===== config.mk =====
export PLATFORM = sky130hd
export DESIGN_NAME = hpa_front
export DESIGN_NICKNAME = d
export VERILOG_FILES = /design/src/rtl/core/hpa_pkg.sv /design/src/rtl/core/hpa_front.sv
export SDC_FILE = /design/constraint.sdc
export NUM_CORES = 1
export LEC_CHECK = 0
export BUFFER_PORTS_ARGS = -buffer_cell sky130_fd_sc_hd__buf_2
export CAP_MARGIN = 20
export CELL_PAD_IN_SITES_DETAIL_PLACEMENT = 1
export CELL_PAD_IN_SITES_GLOBAL_PLACEMENT = 2
export CORE_MARGIN = 3
export CORE_UTILIZATION = 30
export DETAILED_ROUTE_END_ITERATION = 6
export PLACE_DENSITY_LB_ADDON = 0.1
export SYNTH_ARGS = -nofsm -noshare
export SYNTH_HDL_FRONTEND = slang
export SYNTH_SLANG_ARGS = --single-unit

===== constraint.sdc =====
create_clock -name clk -period 8.16 [get_ports clk]
set_clock_uncertainty 0.05 [all_clocks]
set_input_delay 1.632 -clock clk [delete_from_list [all_inputs] [get_ports clk]]
set_output_delay 1.632 -clock clk [all_outputs]
set_load 0.1 [all_outputs]

===== src/rtl/core/hpa_pkg.sv =====
`default_nettype none

package hpa_pkg;

  localparam int FRAC_BITS = 16;

  // Saturation and lightness quotients stay below four times one.
  localparam int DIV_QW = FRAC_BITS + 2;
  localparam int DIV_XW = 17;
  localparam int DIV_DW = 16;

  localparam int HUE_QW = 6;

  localparam int QDEPTH = 4;
  localparam int QAW = 2;

  localparam logic [FRAC_BITS:0] UNIT = (FRAC_BITS + 1)'(1) << FRAC_BITS;
  localparam logic [FRAC_BITS:0] HALF_UNIT = (FRAC_BITS + 1)'(1) << (FRAC_BITS - 1);

  // Lightness is the product times one over 51000; since 51000 is eight times 6375,
  // this rounded-up reciprocal is exact for every product below 2^17.
  localparam int LIGHT_SHIFT = 30;
  localparam logic [FRAC_BITS+14:0] LIGHT_RECIP =
    (FRAC_BITS + 15)'(((64'd1 << (FRAC_BITS + LIGHT_SHIFT)) + 64'd50999) / 64'd51000);

  // Reciprocal of fifteen, exact for dividends below 2^(FRAC_BITS+4).
  localparam int RECIP_SHIFT = FRAC_BITS + 8;
  localparam logic [FRAC_BITS+4:0] RECIP15 =
    (FRAC_BITS + 5)'(((64'd1 << RECIP_SHIFT) + 64'd14) / 64'd15);

  localparam int CFG_IW = 2;
  localparam int CFG_DW = 9;
  localparam logic [CFG_IW-1:0] REG_HUE_SHIFT = 2'd0;
  localparam logic [CFG_IW-1:0] REG_SAT_ADJUST = 2'd1;
  localparam logic [CFG_IW-1:0] REG_LIGHT_ADJUST = 2'd2;

  typedef struct packed {
    logic [7:0] d;
    logic [8:0] sum;
    logic [7:0] den;
    logic [8:0] hue_base;
    logic       hue_neg;
    logic [7:0] hue_mag;
  } hpa_item_t;

endpackage

`default_nettype wire


===== src/rtl/core/hpa_front.sv =====
`default_nettype none

module hpa_front (
  input  wire logic               clk,
  input  wire logic               rst,
  input  wire logic               in_valid,
  output logic                    in_stall,
  input  wire logic [7:0]         in_red,
  input  wire logic [7:0]         in_green,
  input  wire logic [7:0]         in_blue,
  input  wire logic               q_full,
  output logic                    push,
  output hpa_pkg::hpa_item_t      item
);

  hpa_pkg::hpa_item_t cls;
  logic               f_valid;
  logic [7:0]         mx;
  logic [7:0]         mn;
  logic [8:0]         sum;

  always_comb begin
    mx = in_red;
    mn = in_red;
    if (in_green > mx) mx = in_green;
    if (in_blue > mx) mx = in_blue;
    if (in_green < mn) mn = in_green;
    if (in_blue < mn) mn = in_blue;
    sum = {1'b0, mx} + {1'b0, mn};

    cls.d   = mx - mn;
    cls.sum = sum;
    cls.den = (sum <= 9'd255) ? sum[7:0] : 8'(9'd510 - sum);

    if (mx == in_red) begin
      if (in_green >= in_blue) begin
        cls.hue_base = 9'd0;
        cls.hue_neg  = 1'b0;
        cls.hue_mag  = in_green - in_blue;
      end else begin
        cls.hue_base = 9'd360;
        cls.hue_neg  = 1'b1;
        cls.hue_mag  = in_blue - in_green;
      end
    end else if (mx == in_green) begin
      cls.hue_base = 9'd120;
      cls.hue_neg  = in_blue < in_red;
      cls.hue_mag  = (in_blue >= in_red) ? in_blue - in_red : in_red - in_blue;
    end else begin
      cls.hue_base = 9'd240;
      cls.hue_neg  = in_red < in_green;
      cls.hue_mag  = (in_red >= in_green) ? in_red - in_green : in_green - in_red;
    end
  end

  assign push     = f_valid && !q_full;
  assign in_stall = f_valid && q_full;

  always_ff @(posedge clk) begin
    if (rst) begin
      f_valid <= 1'b0;
    end else if (!in_stall) begin
      f_valid <= in_valid;
    end
  end

  always_ff @(posedge clk) begin
    if (!in_stall) begin
      item <= cls;
    end
  end

endmodule

`default_nettype wire


# Word level (Yosys, flattened, before mapping)
# Cells that the tools add are included.
[word_totals]
ff_bits = 44
latch_bits = 0
ram_bits = 0
mem_bits_ro = 0
inputBits = 28
out_inout_bits = 45
word_cells = 41
n_memories = 0
[op_classes]
add_sub_neg = 9
mul = 0
div = 0
n_lt_le_gt_ge = 10
eq_ne = 2
shifts = 0
muxes = 10
bitwise = 0
reduce_logical = 3
[op_table]
columns = ["op", "count"]
rows = [
  ["8-bit 2-to-1 mux", 7],
  ["8-bit subtractor", 7],
  ["18-bit 2-to-1 mux", 2],
  ["8-bit < comparator", 4],
  ["8-bit >= comparator", 3],
  ["17-bit 2-to-1 mux", 1],
  ["8-bit equality test", 2],
  ["8-bit > comparator", 2],
  ["8-bit by 8-bit adder with 9-bit output", 1],
  ["9-bit by 8-bit less-or-equal comparator with 1-bit output, second input constant", 1],
  ["8-bit subtractor, first input constant", 1],
  ["1-bit logical AND", 2],
  ["1-bit zero test", 1],
]

# Depth between registers and ports, before layout
[logic_depth]
depth_word = 7
mapped_depth = 30

# Worst setup path after synthesis
# No wires, ideal clock.
[synth_timing]
path_type = "input port to flip-flop"
from = "input port in_green[0]"
to = "register item[20] (netlist bit), data pin"
setup_time_ps = 267
arrival_ps = 6867
required_ps = 7843
path_slack_ps = 976
path_stages = 27
n_path_buf = 1
path_cell_list = "inv_1 ha_1 fa_1 and3b_1 o21a_2 nor3_4 nor2b_1 clkbuf_1 nor2_1 a21oi_1 ha_1 and3_1 a221o_1 a21oi_1 nor2_1 a21boi_0 inv_1 fa_1 nor2b_1 o21ai_0 a21oi_1 o21ai_0 nor3b_1 nor4_1 nand3b_1 a21oi_1 xor2_1"
[synth_lines]
columns = ["item", "line_no", "rtl"]
rows = [
  ["start, declared", "hpa_front.sv:9", "input wire logic [7:0] in_green,"],
  ["end signal, assigned", "hpa_front.sv:69", "item <= cls;"],
  ["end, declared", "hpa_front.sv:13", "output hpa_pkg::hpa_item_t item"],
]

==> results.json <==
{
  "synth_area_sq_mm": 0.00515,
  "rows": 47,
  "timing.hold.ws_ps": 805,
  "synth-seq-cells": 38,
  "max_stage_delay_ps": 400,
  "io_buffers": 69,
  "synthFlopType": "edfxtp_1",
  "r2r_slack_ps": 6990,
  "synth_fa_ha_area_share_pct": 22.0,
  "rsz0062_at_grt": "no",
  "ys_seq_area_share_pct": 21.9,
  "rr_worst_depth": 2,
  "path_class": "primary input to flop",
  "nets": 776,
  "crit_fanout": 12,
  "yosys.area_share.simple_pct": 13.5,
  "wire_per_inst_um": 20.7,
  "worst_pin_slew_ps": 862,
  "synth_area_leader_cell": "edfxtp_1",
  "critPathRequiredTime_ps": 8130,
  "critical_path_buf_inv_count": 4,
  "clk_pin_slew_ps": 60,
  "fin_util_pct": 36.3,
  "synthToLayoutAreaGrowth_pct": 17.6,
  "async_flop_share_pct": 0,
  "dr_total_vias": 4720,
  "cts_buffer_depth": 2,
  "yosys-top-cells-area": "edfxtp_1 22%, ha_1 19%, mux2i_1 7.0%",
  "cp_top_family": "compound AO/OA/AOI/OAI gates",
  "arrival_ps": 7530,
  "viasPerCell": 5.35,
  "drive_above_1_share_pct": 19.0,
  "p_per_area_mw_per_mm2": 333,
  "cts_resized": 0,
  "routed_wl_um": 18300,
  "maxSlewViolCount": 0,
  "ios": 73,
  "grt_pass1_vias": 4895,
  "yosys.area.top_type_share_pct": 21.6,
  "power_leakage_uw": 0.00282,
  "grt_pass1_wl_um": 27900,
  "muxShareOfSynthArea_pct": 9.40,
  "ys_warn_count": 0,
  "end_kind": "flop",
  "synth_edf_count": 37,
  "core_region_area_sq_mm": 0.0167,
  "synthCells": 577,
  "antenna_found_initial": 0,
  "cts_setup_buffers": 0,
  "grt.total_usage_pct": 19.4,
  "fin_setup_tns_ps": 0,
  "nFillCells": 2014,
  "ir_drop_uv": 396,
  "hold_buffers": 0,
  "cpMostUsedCell": "ha_1",
  "cp-start-kind": "primary input",
  "avgSynthCellArea_sq_um": 8.93,
  "fin_crit_sh_pct": 92.6,
  "dpl-instance-area_sq_mm": 0.00586,
  "dieHeight_um": 137,
  "dp_hpwl_um": 15400,
  "first_pass_iters": 5,
  "stdcell_count": 883,
  "synth_top_family_by_area": "adder cells",
  "fin_crit_ps": 7550,
  "cts_tree": "done",
  "crit_cells": 26,
  "ant_nets": 0,
  "post-place-cells": 875,
  "place.gp.congestion": 0.856,
  "die_x_um": 137,
  "grt_overflow": 0,
  "cpMaxStageDelayCell": "ha_1",
  "worstHoldPathCells": 2,
  "drc": 0,
  "maxCapViolCount": 0,
  "setup-violations-final": 0,
  "max_slew_margin_pct": 42.1,
  "grt_max_degree": 39,
  "cts_made_buffers": 5,
  "antennaDiodeCount": 0,
  "ys_types": 71,
  "drtIter0Drc": 312,
  "r2r_end": "item[31]$_DFFE_PN_",
  "synth_compound_area_share_pct": 20.7,
  "hold_path.class": "flop to flop",
  "fin_area_sq_mm": 0.00606,
  "die_area_sq_mm": 0.0188,
  "clk_latency_ps": 270,
  "holdPathEnd": "item[36]$_DFFE_PN_",
  "clockRootBuffer": "clkbuf_16",
  "hold_viol": 0,
  "h-tree-depth": 2,
  "synth-xor-area-share_pct": 6.80,
  "start_util_pct": 30.9,
  "cts_sinks": 38,
  "r2r-start": "f_valid$_SDFFE_PP0N_",
  "status": "finished clean",
  "hp-start": "f_valid$_SDFFE_PP0N_",
  "fmax_ghz": 0.132
}
-- worst min-delay path, stage by stage (launching register included) --
cell     delay [ps]
dfxtp_1         310
nand2_1          50
buf_4           270
-- synth_stat cells, types with 3 or more instances --
library cell	number
nor3_1	7
mux2_2	9
nor3b_1	3
a211oi_1	3
o21bai_1	6
edfxtp_1	37
nand2_1	29
xnor2_1	20
inv_1	45
and3_1	4
o21a_1	5
buf_4	7
nand4_1	5
mux2i_1	36
nand3b_1	3
nor2_1	43
a22oi_1	3
clkbuf_1	6
o31ai_1	3
nor2b_1	11
a21boi_0	3
a21oi_1	56
o221ai_1	11
o21ai_0	30
nand2b_1	6
a21o_1	8
nand3_1	10
ha_1	78
a222oi_1	3
xor2_1	20
o211ai_1	5
a31oi_1	5
fa_1	8
-- worst max-delay path by stage --
stage	from	endpoint	slack, ps
final	in_red[3]	item[20]$_DFFE_PN_	610
after global routing	in_red[3]	item[22]$_DFFE_PN_	30
after CTS	in_green[0]	item[22]$_DFFE_PN_	280
after detailed placement	in_green[0]	item[22]$_DFFE_PN_	60
after global placement	in_green[0]	item[24]$_DFFE_PN_	290
after floorplan	in_green[0]	item[20]$_DFFE_PN_	980
-- metrics by stage --
| stage | setup slack [ps] | power, uW |
|---|---|---|
| after global routing | 34.2 | 2140 |
| final | 607 | 2020 |
| after global placement | 285 | 1770 |
| after floorplan | 976 | 1500 |
| after CTS | 282 | 2040 |
| after detailed placement | 62.9 | 1780 |
-- logic make-up (layout without fill, tap and decap cells) --
family | after synthesis | in the layout
XOR/XNOR | 40 | 40
flip-flops | 38 | 38
other | 1 | 3
AO/OA/AOI/OAI | 164 | 164
buffers and inverters | 65 | 149
AND/OR/NAND/NOR | 136 | 136
multiplexers | 47 | 47
adder cells (fa/ha/maj) | 86 | 86
-- flip-flops by register name (all words and copies together), names as in the netlist --
name	flops
f_valid	1
item	37
-- per-layer routing --
layer  vias up  GRT usage [%]  wire length (um)
met5         -              0                 0
met4         0           6.98               645
met3        38           1.29               767
met2       143           31.7              8230
met1      2266           27.1              8650
li1       2273              -                 -
-- cells in the final DEF (no fill, tap or decap), types with 4 or more instances in the layout --
| cell type | instances |
|---|---|
| xnor2_1 | 20 |
| o21a_1 | 5 |
| xor2_1 | 20 |
| and3_1 | 4 |
| mux2i_1 | 36 |
| fa_1 | 8 |
| o21bai_1 | 6 |
| inv_1 | 45 |
| mux2_2 | 9 |
| o21ai_0 | 30 |
| ha_1 | 78 |
| buf_4 | 26 |
| a21o_1 | 8 |
| nand4_1 | 5 |
| nor2_1 | 43 |
| nor3_1 | 7 |
| a21oi_1 | 56 |
| nand2_1 | 29 |
| nand2b_1 | 6 |
| edfxtp_1 | 37 |
| o211ai_1 | 5 |
| nor2b_1 | 10 |
| a31oi_1 | 5 |
| buf_2 | 69 |
| clkbuf_16 | 5 |
| nand3_1 | 10 |
| o221ai_1 | 11 |
-- power breakdown --
| group | internal [uW] | switching, uW |
|---|---|---|
| clock network | 175 | 73.3 |
| registers | 340 | 18.3 |
| logic | 335 | 1080 |
-- cell type report --
class                      count  area (sq um)  area share, %
multi-input combinational    476          3750           61.8
sequential                    38          1130           18.7
timing repair buffer          95           541           8.92
tap                          220           275           4.54
inverter                      46           173           2.85
clock buffer                   5           125           2.06
clock inverter                 3          68.8           1.14
(Power assumes the default switching activity.)
