## src/rtl/core/hpa_pkg.sv

```systemverilog
`default_nettype none

package hpa_pkg;

  localparam int FRAC_BITS = 16;

  // Saturation and lightness quotients stay below four times one.
  localparam int DIV_QW = FRAC_BITS + 2;
  localparam int DIV_XW = 17;
  localparam int DIV_DW = 16;

  localparam int HUE_QW = 6;

  localparam int QDEPTH = 4;
  localparam int QAW = 2;

  localparam logic [FRAC_BITS:0] UNIT = (FRAC_BITS + 1)'(1) << FRAC_BITS;
  localparam logic [FRAC_BITS:0] HALF_UNIT = (FRAC_BITS + 1)'(1) << (FRAC_BITS - 1);

  // Lightness is the product times one over 51000; since 51000 is eight times 6375,
  // this rounded-up reciprocal is exact for every product below 2^17.
  localparam int LIGHT_SHIFT = 30;
  localparam logic [FRAC_BITS+14:0] LIGHT_RECIP =
    (FRAC_BITS + 15)'(((64'd1 << (FRAC_BITS + LIGHT_SHIFT)) + 64'd50999) / 64'd51000);

  // Reciprocal of fifteen, exact for dividends below 2^(FRAC_BITS+4).
  localparam int RECIP_SHIFT = FRAC_BITS + 8;
  localparam logic [FRAC_BITS+4:0] RECIP15 =
    (FRAC_BITS + 5)'(((64'd1 << RECIP_SHIFT) + 64'd14) / 64'd15);

  localparam int CFG_IW = 2;
  localparam int CFG_DW = 9;
  localparam logic [CFG_IW-1:0] REG_HUE_SHIFT = 2'd0;
  localparam logic [CFG_IW-1:0] REG_SAT_ADJUST = 2'd1;
  localparam logic [CFG_IW-1:0] REG_LIGHT_ADJUST = 2'd2;

  typedef struct packed {
    logic [7:0] d;
    logic [8:0] sum;
    logic [7:0] den;
    logic [8:0] hue_base;
    logic       hue_neg;
    logic [7:0] hue_mag;
  } hpa_item_t;

endpackage

`default_nettype wire

```

## src/rtl/core/hpa_queue.sv

```systemverilog
`default_nettype none

module hpa_queue (
  input  wire logic               clk,
  input  wire logic               rst,
  input  wire logic               push,
  input  wire hpa_pkg::hpa_item_t din,
  input  wire logic               pop,
  output hpa_pkg::hpa_item_t      dout,
  output logic                    not_empty,
  output logic                    full
);

  localparam int AW = hpa_pkg::QAW;
  localparam int DEPTH = hpa_pkg::QDEPTH;

  hpa_pkg::hpa_item_t entry [DEPTH];
  logic [AW-1:0]      wr_ptr;
  logic [AW-1:0]      rd_ptr;
  logic [AW:0]        count;
  logic               do_push;
  logic               do_pop;

  assign not_empty = count != '0;
  assign full      = count == (AW + 1)'(DEPTH);
  assign do_push   = push && !full;
  assign do_pop    = pop && not_empty;
  assign dout      = entry[rd_ptr];

  always_ff @(posedge clk) begin
    if (rst) begin
      wr_ptr <= '0;
      rd_ptr <= '0;
      count  <= '0;
    end else begin
      if (do_push) wr_ptr <= wr_ptr + 1'b1;
      if (do_pop) rd_ptr <= rd_ptr + 1'b1;
      if (do_push && !do_pop) begin
        count <= count + 1'b1;
      end else if (do_pop && !do_push) begin
        count <= count - 1'b1;
      end
    end
  end

  always_ff @(posedge clk) begin
    if (do_push) begin
      entry[wr_ptr] <= din;
    end
  end

endmodule

`default_nettype wire

```

## config.mk

```make
export PLATFORM = sky130hd
export DESIGN_NAME = hpa_queue
export DESIGN_NICKNAME = d
export VERILOG_FILES = /design/src/rtl/core/hpa_pkg.sv /design/src/rtl/core/hpa_queue.sv
export SDC_FILE = /design/constraint.sdc
export NUM_CORES = 1
export LEC_CHECK = 0
export ABC_AREA = 1
export BUFFER_PORTS_ARGS = -buffer_cell sky130_fd_sc_hd__clkbuf_2
export CORE_UTILIZATION = 30
export CTS_BUF_LIST = sky130_fd_sc_hd__clkbuf_4
export DETAILED_ROUTE_END_ITERATION = 6
export PLACE_DENSITY = 0.56
export RECOVER_POWER = 100
export SETUP_SLACK_MARGIN = 0.3
export SLEW_MARGIN = 15
export SYNTH_ARGS = -nofsm -noshare
export SYNTH_HDL_FRONTEND = slang
export SYNTH_SLANG_ARGS = --single-unit
```

## constraint.sdc

```tcl
create_clock -name clk -period 3.7 [get_ports clk]
set_input_delay 1.11 -clock clk [delete_from_list [all_inputs] [get_ports clk]]
set_output_delay 1.11 -clock clk [all_outputs]
set_load 0.05 [all_outputs]
```

== Yosys cells after proc, flatten, opt, wreduce, memory -nomap -nowiden ==
Memory sizes are Yosys's and may differ from the RTL's. A register that Yosys moved wholly into a read port is not among the register bits.
Cells that the tools add are included.

* Add/subtract/negate cells: 4
* Equal/unequal tests: 1
* Multiplexer cells: 6
* Reduce and logical (&&, ||, !) cells: 9

{| class="wikitable"
|+ Operators with widths
! operator !! count
|-
| $mux W3 || 2
|-
| $add A2 B1 Y2 const B || 2
|-
| $logic_and A1 B1 Y1 || 4
|-
| $mux W2 || 2
|-
| $add A3 B1 Y3 const B || 1
|-
| $eq A3 B3 Y1 const B || 1
|-
| $logic_not A1 Y1 || 3
|-
| $reduce_bool A3 Y1 || 1
|-
| $sub A3 B1 Y3 const B || 1
|-
| $mux W1 || 2
|-
| $reduce_bool A2 Y1 || 1
|}

* Register bits: 7
* Bits in writable memories: 172
* Input port bits: 47
* Word-level logic and storage cells: 24
* Memories: 1

{| class="wikitable"
|+ Memories
! name !! words !! bits a word !! read ports !! clocked after memory_dff !! write ports !! RTL line !! RTL
|-
| entry || 4 || 43 || 1 || 1 || 1 || hpa_queue.sv:17 || <nowiki>hpa_pkg::hpa_item_t entry [DEPTH];</nowiki>
|}

== Logic depth before layout (Yosys ltp) ==
Gate-level depths: netlist of the first run.

* Depth in word-level cells: 7
* Gate-level depth with buffers: 13
* Gate-level depth less buffers: 13

== Least setup slack after synthesis of the first run ==
No wires, ideal clock.

* Kind: input -> register
* From: input port push
* To: memory entry[0][0] (netlist name), enable pin
* Arrival time: 3030 ps
* Required time: 3257 ps
* Setup slack: 227 ps
* Stages: 2
* Buffers on the path: 0
* Cells stage by stage: nand2_1 -> nor2_1

* Cells in the longest elaborated chain, start to end: 3

{| class="wikitable"
|+ Ends and longest elaborated chain
! item !! RTL line !! RTL
|-
| start: declaration || hpa_queue.sv:6 || <nowiki>input wire logic push,</nowiki>
|-
| $logic_and A1 B1 Y1 || hpa_queue.sv:26 || <nowiki>assign do_push = push && !full;</nowiki>
|-
| $mux W1 || hpa_queue.sv:47 || <nowiki>if (do_push) begin</nowiki>
|-
| $mux W1 (implied by the code) || hpa_queue.sv:48 || <nowiki>entry[wr_ptr] <= din;</nowiki>
|-
| end: declaration || hpa_queue.sv:17 ||
|}

Every way passes these cells.

==> impl_results.md, run 1 <==
- Outcome: finished with violations
- Failing checks: max-capacitance violations, max-slew violations
- Fmax: 299.6 MHz
- Port-buffer cells: about 90
- Share of post-route cells with drive strength above 1: 0.1012
- Clk pin slew, worst setup/hold paths: about 140 ps
- Area post-placement: 0.007620 mm^2
- Clock latency at the later pin of the worst-skew pair: around 540 ps
- Final hold vios: 0
- Crit Path Max Fanout: 26
- Area growth syn-to-layout: 15.15%
- DR pass1 iterations: 6
- WL/cell: between 15 and 20 um
- CP Launch Type: flop
- Core box area: 0.02209 mm^2
- Final WL: around 15000 um
- VDD IR max: about 350 uV
- Via count: slightly above 4k
- Setup violators final: 0
- Post-route design area: 0.007875 mm^2
- Slew @ Worst Pin: 1615 ps
- Layout Skew: 18.97 ps
- Worst Path Required: around 2600 ps
- RSZ-0062 raised after global routing: no
- Leak: 2.579 nW
- Num CTS Buffers: 17
- Antenna violations before repair: 4
- Number of global-route vias before repair: between 4k and 5k
- DR iter-0 viols: between 200 and 300
- Largest net degree at the start of global routing: 61
- H-tree depth: 4
- Crit. End Element: output port
- Synth top area share: 0.7552
- Avg Inst Size Synth: between 10 and 15 um^2
- Synth warnings: 0
- Clock Path Buffers: 2
- Die W: 153.0 um
- Top Ports: slightly above 90
- Total track usage: 0.1335
- Clock root buffer: clkbuf_4
- Critical path arrival: 2230 ps
- Pwr per Cell Area: between 700 and 800 mW/mm^2
- Die Height: about 150 um
- Clock sinks: roughly 180
- First-pass GRT wire length: ~23000 um
- Cell taking the most area after synthesis: edfxtp_1
- Max_cap viols: 1
- Starting density of the core: 0.3095
- DP HPWL: between 8000 and 9000 um
- Post-Syn Instances: a little under 500
- Synth top area cells: edfxtp_1 76%, o21ai_0 5.9%, nor2_1 5.5%, o22ai_1 3.9%, dfxtp_1 2.6%
- Via/cell ratio: between 4 and 5
- DRC errors left: 0
- Synth Register Bits: ~180
- NumNets Final: roughly 630
- Final Max Tran Viols: 15
- Netlist cell types: 19
- Reg-to-reg setup timing slack: about 900 ps
- Std cell rows: 54
- Worst hold path class: reg2reg
- Final cell count without fillers: roughly 900
- Post-synthesis sequential area ratio: 0.7816
- TritonCTS clock tree: built
- Min Tclk post-route: around 3300 ps
- Tcrit/Tclk final: 0.9022
- DIE AREA: around 0.023 mm^2
- Fillers: approximately 2.1k
- Cell Area, Synth: 0.006839 mm^2
- DP Cell Count: roughly 840
- Critical path class: reg2out
- TNS Setup: 0 ps
- Syn nets: around 540
- Grt ovf: 0
- Normalized max-slew margin: -0.08080
- Routability Congestion: ~0.7
- Post-route ant nets: 0
- Pre-CTS setup slack: 719.2 ps
- Slack of the critical path: approximately 360 ps
cells by family after synthesis:
group / Yosys count / synth area share
XOR/XNOR: 1 / 0.001281
adder cells (fa/ha/maj): 6 / 0.01207
AO/OA/AOI/OAI: 133 / 0.1052
flip-flops: 181 / 0.7816
buffers and inverters: 43 / 0.03275
AND/OR/NAND/NOR: 120 / 0.06714
synth_stat cells:
cell type  count
ha_1           5
nand2_1       15
edfxtp_1     172
xor2_1         1
clkbuf_1      11
o21ai_1        7
nand3_1        4
buf_4          5
dfxtp_1        9
nor2_1       100
a21oi_1        3
nand3b_1       1
buf_6          5
o21ai_0       80
inv_2          2
fa_1           1
buf_2          5
o22ai_1       43
inv_1         15
per-stage QoR:
stage            util  hold WS [ps]  power, mW
2_1_floorplan       -         459.4      4.175
3_3_place_gp   0.3449         479.4      4.677
3_5_place_dp   0.3449         499.4      4.715
4_1_cts        0.3609         528.4      5.951
5_1_grt        0.3562         573.0      6.138
6_report       0.3564         524.1      5.826
final timing paths:
kind,from,end,depth (start not counted)
hold reg to reg,rd_ptr[1],flop,2
setup reg to reg,count[0],entry[1][18],5
setup / recovery,flop,dout[36],5
hold / removal,rd_ptr[1],flop,2
placed cells by master (no fill, tap or decap):
cell type,n
dfxtp_4,1
nand2_1,15
a21oi_1,3
buf_16,1
inv_6,3
fa_1,1
o21ai_0,80
buf_6,3
nand3_1,4
o21ai_1,7
clkinv_2,5
inv_1,15
nand3b_1,1
nor2_1,97
clkinv_4,1
clkinv_1,2
clkbuf_4,18
edfxtp_1,172
dfxtp_2,1
nor2_4,3
diode_2,2
inv_2,1
clkbuf_1,80
buf_12,2
xor2_1,1
buf_4,3
o22ai_1,43
bufinv_16,4
ha_1,5
clkbuf_2,14
dfxtp_1,7
cell type report:
class | instances | area [um^2] | share of cell area
Sequential cell | 181 | 5350 | 0.6794
Timing Repair Buffer | 103 | 494.2 | 0.06276
Multi-Input combinational cell | 260 | 1292 | 0.1641
Clock buffer | 18 | 135.1 | 0.01716
Clock inverter | 14 | 182.7 | 0.02320
Antenna cell | 2 | 5.005 | 0.0006355
Inverter | 17 | 65.06 | 0.008262
Tap cell | 280 | 350.3 | 0.04449
per-layer routing:
layer	track usage	routed length, um
met3	0.05756	1159
met2	0.2224	7226
met1	0.1533	6504
met4	0.04666	230
met5	0	10
sequential cells by signal (all words and copies together), names as in the netlist, named ones only:
register	flops
entry	172
count	3
wr_ptr	2
rd_ptr	2
timing repair:
item                                    4_1_cts  5_1_grt
hold buffers                                  0        0
cloned                                        0        0
resized for setup                             2        4
endpoints found under the setup margin       23       19
buffers inserted                              1        1
critical path, cell delays in order (launching register included):
cell      delay, ps
dfxtp_4         450
inv_2           110
buf_4           280
o21ai_0         120
o22ai_1         210
clkbuf_1        510
power breakdown:
part	internal (mW)	switching, mW
clock	0.543	0.651
combinational	0.409	1.64
sequential	2.50	0.0842
total	3.45	2.38
Power figures use the tool's default switching activity.
==> run 2: changes to the inputs <==
- CTS_BUF_LIST: sky130_fd_sc_hd__clkbuf_4 -> sky130_fd_sc_hd__clkbuf_8 sky130_fd_sc_hd__clkbuf_16
==> run 2 against run 1 <==
  * The flow still finishes with violations (max-capacitance violations, max-slew violations)
  * Power grew 12%
  * Worst setup slack gained 18 ps
  * Via count grew 0.70%
  * Critical path type unchanged
  * Largest power group unchanged
  * Wire length shrank 0.53%
  * Register-to-register slack is essentially flat
  * Sequential power is essentially flat
  * Clock power grew 61%
  * Final cell count shrank 0.11%
==> impl_results.md, run 2 (synthesis results as in run 1) <==
- Std cell rows: 54 (unchanged)
- Final core utilization: 0.3696 (+0.01314)
- Tcrit/Tclk final: 0.8973 (-0.004891)
- Routability Congestion: 0.7020 (unchanged)
- Clock root buffer: clkbuf_16
- Final WL: 15050 um (-0.53%)
- Die W: 153.0 um (unchanged)
- CP Launch Type: flop
- WL/cell: 17.22 um (-0.41%)
- Outcome: finished with violations
- DR pass1 iterations: 6 (unchanged)
- Slack of the critical path: 379.9 ps (+18.10 ps)
- Port-buffer cells: 91 (unchanged)
- Seq pwr share: 0.397 (-0.046)
- Most flops, register: entry
- Post-CTS Hold Buffers: 0 (unchanged)
- Grt ovf: 0 (unchanged)
- Leak: 2.697 nW (+4.6%)
- Min Tclk post-route: 3320 ps (-18.10 ps)
- TNS Setup: 0 ps (unchanged)
- DP HPWL: 8633 um (unchanged)
- Clock sinks: 181 (unchanged)
- Max_cap viols: 1 (unchanged)
- CP Cell Sequence: inv_2 > buf_4 > o21ai_0 > o22ai_1 > clkbuf_1
- Via count: 4184 (+0.70%)
- Crit Path Max Fanout: 27 (+3.8%)
- Via/cell ratio: 4.787 (+0.81%)
- Most frequent cells in the layout: 172 x edfxtp_1, 97 x nor2_1, 86 x clkbuf_1, 80 x o21ai_0, 43 x o22ai_1
- Num CTS Buffers: 17 (unchanged)
- CP max stage delay: 510 ps (about the same)
- Pwr per Cell Area: 800.0 mW/mm^2 (+8.1%)
- Die Height: 153.0 um (unchanged)
- Layout Skew: 11.53 ps (-7.435 ps)
- Worst hold path class: reg2reg
- Total track usage: 0.1340 (+0.0005066)
- Starting density of the core: 0.3095 (unchanged)
- Critical path class: reg2out
- RSZ-0062 raised after global routing: no
- Cell internal pwr: 4.062 mW (+18%)
- Clock network fraction of design power: 0.293 (+0.088)
- Area growth syn-to-layout: 19.39%
- First-pass GRT wire length: 23510 um (+0.77%)
- Core box area: 0.02209 mm^2 (unchanged)
- Normalized max-slew margin: -0.09081 (-0.01001)
- Most common cell after layout, fill and taps aside: edfxtp_1
- Gate power share: 0.310 (-0.042)
- NumNets Final: 632 (-0.16%)
- Fillers: 2074 (-1.6%)
- Post-route ant nets: 0 (unchanged)
- DRC errors left: 0 (unchanged)
- Largest net degree at the start of global routing: 61 (unchanged)
- VDD IR max: 350.9 uV (+0.46%)
- Setup violators final: 0 (unchanged)
- Tot Pwr: 6.532 mW (+12%)
- Sw power: 2.470 mW (+3.8%)
- Biggest regs: entry (172), count (3)
- Worst Path Required: 2590 ps (about the same)
- TritonCTS clock tree: built
- Share of post-route cells with drive strength above 1: 0.09122 (-0.009964)
- Sw Ratio: 0.3781 (-0.03020)
- Crit. End Element: output port
- Clock latency at the later pin of the worst-skew pair: 420 ps (-120 ps)
- DIE AREA: 0.02340 mm^2 (unchanged)
- Clock Path Buffers: 2 (unchanged)
- Number of global-route vias before repair: 4349 (+1.4%)
- Fmax: 301.2 MHz (+0.55%)
- Max FFs per register: 172 (unchanged)
- Failing checks: max-capacitance violations, max-slew violations
- Slowest-stage cell, CP: clkbuf_1
- Clk pin slew, worst setup/hold paths: 70 ps (-70 ps)
- Final hold vios: 0 (unchanged)
- Top Ports: 92 (unchanged)
- Antenna violations before repair: 4 (unchanged)
- H-tree depth: 4 (unchanged)
- Critical path arrival: 2210 ps (-20 ps)
- Slew @ Worst Pin: 1630 ps (+14.96 ps)
- DR iter-0 viols: 237 (-9.9%)
- Pre-CTS setup slack: 719.2 ps (unchanged)
- Final Max Tran Viols: 15 (unchanged)
run 2: repair_timing:
action                                  4_1_cts  5_1_grt
endpoints found under the setup margin        3        2
resized for setup                             0        1
buffers inserted                              1        0
run 2: critical path: cells and delay by family (launching register included):
| kind | cells | cell delay [ps] |
|---|---|---|
| buffers and inverters | 3 | 910 |
| AOI/OAI and AO/OA | 2 | 410 |
| DFF | 1 | 460 |
run 2: worst paths after layout:
path / startpoint / to / slack (ps) / cells past startpoint
setup / recovery: flop / dout[30] / 380 / 5
hold / removal: rd_ptr[1] / flop / 520 / 2
setup reg to reg: count[0] / entry[1][18] / 920 / 5
hold reg to reg: rd_ptr[1] / flop / 520 / 2
run 2: final cells by class:
class,count,area [um^2],area share
antenna,2,5.005,0.0006129
clock buffer,19,452.9,0.05547
clock inverter,13,178.9,0.02191
inverter,17,63.81,0.007815
multi-input combinational,260,1292,0.1583
sequential,181,5350,0.6552
tap,280,350.3,0.04291
timing repair buffer,102,471.7,0.05777
run 2: layer usage:
layer	global-route usage	up-vias	wire (um)
li1	-	1981	-
met1	0.1557	2071	6393
met2	0.2211	104	7282
met3	0.05245	26	1104
met4	0.05580	2	260
met5	0	-	10
run 2: power groups by stage:
stage	sequential (mW)	clock (mW)	combinational [mW]
5_1_grt	2.62	2.03	2.18
2_1_floorplan	2.60	0	1.58
6_report	2.59	1.91	2.03
3_5_place_dp	2.66	0	2.06
4_1_cts	2.59	1.95	2.12
3_3_place_gp	2.64	0	2.03
run 2: stage by stage:
stage	cells	hold slack, ps	cell area (um^2)
final	874	515.1	8165
after global routing	872	563.2	8160
after CTS	872	519.0	8279
after detailed placement	839	499.4	7620
after global placement	839	479.4	7620
after floorplan	484	459.4	6839
